### config.mk
export PLATFORM = sky130hd
export DESIGN_NAME = plcm_div
export DESIGN_NICKNAME = d
export VERILOG_FILES = /design/src/hdl/plcm_div.sv
export SDC_FILE = /design/constraint.sdc
export NUM_CORES = 1
export LEC_CHECK = 0
export BUFFER_PORTS_ARGS = -buffer_cell sky130_fd_sc_hd__buf_2
export CELL_PAD_IN_SITES_DETAIL_PLACEMENT = 0
export CELL_PAD_IN_SITES_GLOBAL_PLACEMENT = 1
export CORE_ASPECT_RATIO = 1.75
export CORE_UTILIZATION = 40
export DETAILED_ROUTE_END_ITERATION = 8
export GPL_ROUTABILITY_DRIVEN = 0
export PLACE_DENSITY = 0.76
export SLEW_MARGIN = 25
export SYNTH_ARGS = -nofsm -noshare
export SYNTH_HDL_FRONTEND = slang
export SYNTH_SLANG_ARGS = --single-unit
export TNS_END_PERCENT = 50
### constraint.sdc
create_clock -name clk -period 2.9 [get_ports clk]
set_input_delay 0.58 -clock clk [delete_from_list [all_inputs] [get_ports clk]]
set_output_delay 0.58 -clock clk [all_outputs]
set_load 0.05 [all_outputs]
### src/hdl/plcm_div.sv
// Pipelined restoring divider, one quotient bit per register stage.
// Several lanes share one divisor; a side word travels with each item.
// Depends on nothing outside this file.
module plcm_div #(
    parameter int LANES  = 1,
    parameter int DW     = 8,
    parameter int STEPS  = 8,
    parameter int SIDE_W = 1
) (
    input  logic              clk,
    input  logic              rst_n,
    input  logic              en,
    input  logic              in_valid,
    input  logic [DW-1:0]     in_rem [LANES],
    input  logic [STEPS-1:0]  in_bits [LANES],
    input  logic [DW-1:0]     in_divisor,
    input  logic [SIDE_W-1:0] in_side,
    output logic              out_valid,
    output logic [STEPS-1:0]  out_quot [LANES],
    output logic [SIDE_W-1:0] out_side
);

    logic [DW-1:0]     rem_reg   [STEPS][LANES];
    logic [DW-1:0]     rem_next  [STEPS][LANES];
    logic [STEPS-1:0]  bits_reg  [STEPS][LANES];
    logic [STEPS-1:0]  bits_next [STEPS][LANES];
    logic [STEPS-1:0]  quot_reg  [STEPS][LANES];
    logic [STEPS-1:0]  quot_next [STEPS][LANES];
    logic [DW-1:0]     div_reg   [STEPS];
    logic [DW-1:0]     div_next  [STEPS];
    logic [SIDE_W-1:0] side_reg  [STEPS];
    logic [SIDE_W-1:0] side_next [STEPS];
    logic [STEPS-1:0]  valid_reg;
    logic [STEPS-1:0]  valid_next;

    always_comb
    begin
        logic [DW-1:0]    src_rem;
        logic [STEPS-1:0] src_bits;
        logic [STEPS-1:0] src_quot;
        logic [DW-1:0]    src_div;
        logic [DW:0]      trial;
        logic [DW:0]      diff;
        logic             ge;
        for (int k = 0; k < STEPS; k++)
        begin
            src_div      = (k == 0) ? in_divisor : div_reg[k-1];
            div_next[k]  = src_div;
            side_next[k] = (k == 0) ? in_side : side_reg[k-1];
            valid_next[k] = (k == 0) ? in_valid : valid_reg[k-1];
            for (int l = 0; l < LANES; l++)
            begin
                src_rem  = (k == 0) ? in_rem[l]  : rem_reg[k-1][l];
                src_bits = (k == 0) ? in_bits[l] : bits_reg[k-1][l];
                src_quot = (k == 0) ? '0         : quot_reg[k-1][l];
                trial = {src_rem, src_bits[STEPS-1]};
                diff  = trial - {1'b0, src_div};
                ge    = (trial >= {1'b0, src_div});
                rem_next[k][l]  = ge ? diff[DW-1:0] : trial[DW-1:0];
                bits_next[k][l] = src_bits << 1;
                quot_next[k][l] = {src_quot[STEPS-2:0], ge};
            end
        end
    end

    always_ff @(posedge clk or negedge rst_n)
    begin
        if (!rst_n)
        begin
            valid_reg <= '0;
        end
        else if (en)
        begin
            valid_reg <= valid_next;
        end
    end

    always_ff @(posedge clk)
    begin
        if (en)
        begin
            for (int k = 0; k < STEPS; k++)
            begin
                div_reg[k]  <= div_next[k];
                side_reg[k] <= side_next[k];
                for (int l = 0; l < LANES; l++)
                begin
                    rem_reg[k][l]  <= rem_next[k][l];
                    bits_reg[k][l] <= bits_next[k][l];
                    quot_reg[k][l] <= quot_next[k][l];
                end
            end
        end
    end

    assign out_valid = valid_reg[STEPS-1];
    assign out_side  = side_reg[STEPS-1];
    always_comb
    begin
        for (int l = 0; l < LANES; l++)
        begin
            out_quot[l] = quot_reg[STEPS-1][l];
        end
    end

endmodule

==> Yosys cells after proc, flatten, opt, wreduce, memory -nomap -nowiden <==
Memory sizes are Yosys's and may differ from the RTL's.
Cells that the tools add are included.
{ "word_totals": {"regBits": 8, "mem_bits_rw": 256, "in_bits": 29, "out_inout_bits": 10, "mem_count": 5} }
{ "classes": {"addsub": 8, "order_cmp": 8, "muxes": 10} }
{ "memory_table": {"columns": ["name", "words", "word_bits", "read_ports", "rd_clocked_by_memory_dff", "write_ports", "line_no", "text"], "rows": [
  ["div_reg", 8, 8, 7, 0, 8, "29", "logic [DW-1:0] div_reg [STEPS];"],
  ["quot_reg", 8, 8, 8, 0, 8, "27", "logic [STEPS-1:0] quot_reg [STEPS][LANES];"],
  ["rem_reg", 8, 8, 7, 0, 8, "23", "logic [DW-1:0] rem_reg [STEPS][LANES];"],
  ["bits_reg", 8, 7, 7, 0, 8, "25", "logic [STEPS-1:0] bits_reg [STEPS][LANES];"],
  ["side_reg", 8, 1, 8, 0, 8, "31", "logic [SIDE_W-1:0] side_reg [STEPS];"]
]} }
{ "op_table": {"columns": ["operator", "n"], "rows": [
  ["$ge 9x8->1", 8],
  ["$mux 8", 8],
  ["$sub 8x8->8", 8],
  ["$mux 1", 2]
]} }

==> Depth between registers and ports, before layout <==
An unclocked memory read counts as a cell.
{ "logic_depth": {"depth_word": 3, "mapped_depth": 8, "depth_no_buf": 8} }

==> Least setup slack after synthesis <==
Ideal clock, no wire load.
{ "synth_timing": {"path_kind": "flip-flop to flip-flop", "startpoint": "memory rem_reg[3][4] (netlist name)", "endpoint": "memory rem_reg[4][2] (netlist name) (data pin)", "setup_time_ps": 260, "t_arrival_ps": 1905, "required_ps": 2640, "setup_slack_ps": 736, "path_stages_with_launch": 8, "n_path_buf": 1, "path_cell_list": "edfxtp_1 > ha_1 > buf_2 > nand3_1 > o21ai_1 > a211o_1 > a31oi_4 > mux2_2"} }
{ "synth_rtl": {"columns": ["item", "line_no"], "rows": [
  ["start, declared", "23"]
]} }

==> flow_summary.ini <==
[critical_path]
required_ns = 3.09
crit_path_start_kind = register
rr_worst_depth = 7
worstPathMaxFanout = 8
r2r_slack_ns = 0.44
worstPathArrival_ns = 2.64
r2r-end = rem_reg[5][4]$_DFFE_PP_
crit_path_end_kind = register
r2r-start = div_reg[4][6]$_DFFE_PP_
worstSetupPathType = register to register

[timing]
hold_violations = 0
setup_viol = 0
fin_crit_ns = 2.46
fin_hold_ws_ns = 0.311
tns_ns = 0
slew_headroom = 0.677
worstMarginPinSlew_ns = 0.484
final.setup.worst_slack_ns = 0.445
period_share = 0.847
report.final.slew_viol_count = 0
fmax_mhz = 407
rsz0062_at_grt = no
fin_skew_ns = 0.00942

[yosys]
synth_cell_types = 53
synth_area_sq_um = 9360
synth.most_common_cell = edfxtp_1
ys_seq_elements = 192
synth_area_leader_cell = edfxtp_1
synth_edf_count = 184
yosysSeqAreaShare = 0.612
async_reset_ff_frac = 0.0417
synth_fp_nets = 808
netlist_top_cells_area = edfxtp_1, ha_1, inv_1
synth_common_cells = edfxtp_1, inv_1, ha_1, nand2_1, a21oi_1
syn_area_per_cell_sq_um = 13.2
syn_inst = 708
synth_top_area_frac = 0.591
synthFlopType = edfxtp_1
yosysWarnings = 0

[global_routing]
overflow = 0
antenna_found_initial = 0
grt_pass1_vias = 5552
grt_max_degree = 58
grt_pass1_wl_mm = 26.1
track_usage = 0.143

[hold_path]
min_to = side_reg[0][0]$_DFFE_PP_
hold_depth = 1
worstHoldPathType = input port to register
min_from = in_side

[cells_and_area]
multi_input_area_sq_um = 3230
drive_above_1_share = 0.131
antenna_cells = 0
fillers = 2145
instances_no_fill = 1080
fin_nets = 867
areaGrowthSynthToFinish_pct = 13.3
seqCellArea_sq_um = 5730

[place]
dp_slack_ns = 0.443
numPortBuffers = 38
dp_cells = 1047
hpwlAfterDp_mm = 12.0

[routing]
met3_length_microns = 277
wl_per_cell_microns = 14.9
totalWireLength_mm = 16.1
met2_length_mm = 10.1
wl_met1_mm = 5.36
dr.pass1.iters = 6
drt_iter0_markers = 251
ant_nets = 0
viasPerCell = 4.93
routed.top_layer = met4
vias = 5321
drc = 0

[cts]
clkSlewWorstSetupHoldPaths_ns = 0.07
cts_setup_buffers = 0
cts_buffers = 17
cts_tree = yes
htreeDepth = 4
cts.path.max_buffers = 2
clk_latency_ns = 0.44
cts_sinks = 192
cts_root_buffer = clkbuf_16

[die]
core-area_sq_um = 22800
rows = 73
initial_core_util = 0.410
io_pins = 39
die-area_sq_um = 24000
dieHeight_microns = 204
die_w_microns = 118

[pwr]
p_int_w = 0.00644
leakage_nw = 4.23
switching_share = 0.296
pwr-share-seq = 0.429
pwr-share-clk = 0.263
ir_worst_vdd_mv = 0.464
combPwrFrac = 0.308
powerDensity_nw_per_um2 = 864
net-switching-power_w = 0.00271

[outcome]
status = complete, no violations

[flow_run]
drv_cap = 0
-- cell families (layout without fill, tap and decap cells) --
group                    Yosys count  after routing  synth area share
AO/OA/AOI/OAI                    158            158             0.117
XOR/XNOR                          23             23            0.0215
adder cells (fa/ha/maj)           71             71             0.101
buffers and inverters            106            178            0.0428
flip-flops                       192            192             0.612
multiplexers                      36             36            0.0420
AND/OR/NAND/NOR                  122            122            0.0638
-- power by group through the flow --
stage	logic, W	clock network, W	registers [W]
after detailed placement	0.00284	0	0.00399
after global placement	0.00280	0	0.00398
after CTS	0.00286	0.00248	0.00393
after global routing	0.00315	0.00257	0.00398
final	0.00282	0.00240	0.00393
after floorplan	0.00214	0	0.00398
-- through the flow --
stage	cell area, sq um	utilization	total power (W)
2_1_floorplan	9360	-	0.00612
3_3_place_gp	9980	0.437	0.00679
3_5_place_dp	9980	0.437	0.00683
4_1_cts	10600	0.464	0.00926
5_1_grt	10600	0.464	0.00969
6_report	10600	0.464	0.00915
-- cell type report --
| class | count | area share |
|---|---|---|
| Tap cell | 300 | 0.0354 |
| Clock inverter | 12 | 0.0157 |
| Clock buffer | 20 | 0.0412 |
| Timing Repair Buffer | 46 | 0.0270 |
| Sequential cell | 192 | 0.540 |
| Inverter | 100 | 0.0354 |
| Multi-Input combinational cell | 410 | 0.305 |
-- routing by layer --
metal  up-vias  global-route usage
met3        19              0.0293
met4         0              0.0646
met2        49               0.309
li1       2716                   -
met5         -                   0
met1      2537               0.116
-- worst max path at each step --
stage                       startpoint                      end  slack, ns
2_1_floorplan  rem_reg[3][4]$_DFFE_PP_  rem_reg[4][2]$_DFFE_PP_       0.74
3_3_place_gp   rem_reg[3][5]$_DFFE_PP_  rem_reg[4][2]$_DFFE_PP_       0.50
3_5_place_dp   div_reg[4][6]$_DFFE_PP_  rem_reg[5][4]$_DFFE_PP_       0.44
4_1_cts        div_reg[4][6]$_DFFE_PP_  rem_reg[5][4]$_DFFE_PP_       0.42
5_1_grt        div_reg[4][6]$_DFFE_PP_  rem_reg[5][4]$_DFFE_PP_       0.32
6_report       div_reg[4][6]$_DFFE_PP_  rem_reg[5][4]$_DFFE_PP_       0.44
-- layout by cell type, fill, tap and decap left out, types with 13 or more instances in the layout --
cell type	synthesis	layout
a21o_1	13	13
a21oi_1	31	31
buf_2	2	37
clkbuf_16	0	17
edfxtp_1	184	184
ha_1	64	64
inv_1	100	100
mux2_2	25	25
nand2_1	35	35
nor2_1	25	25
nor2b_1	16	16
nor3_1	13	13
o21a_1	26	26
o21ai_0	30	30
xnor2_1	18	18
-- what timing repair did --
item	CTS	global route
hold endpoints to repair	8	0
gates resized for setup	0	0
hold buffers	1	0
-- worst max-delay path, stage by stage (launching register included) --
cell	delay, ns
edfxtp_1	0.38
inv_1	0.05
ha_1	0.35
a21oi_1	0.24
o21ai_0	0.13
a21boi_0	0.26
a21boi_4	0.41
mux2_2	0.38
(Power assumes the default switching activity.)
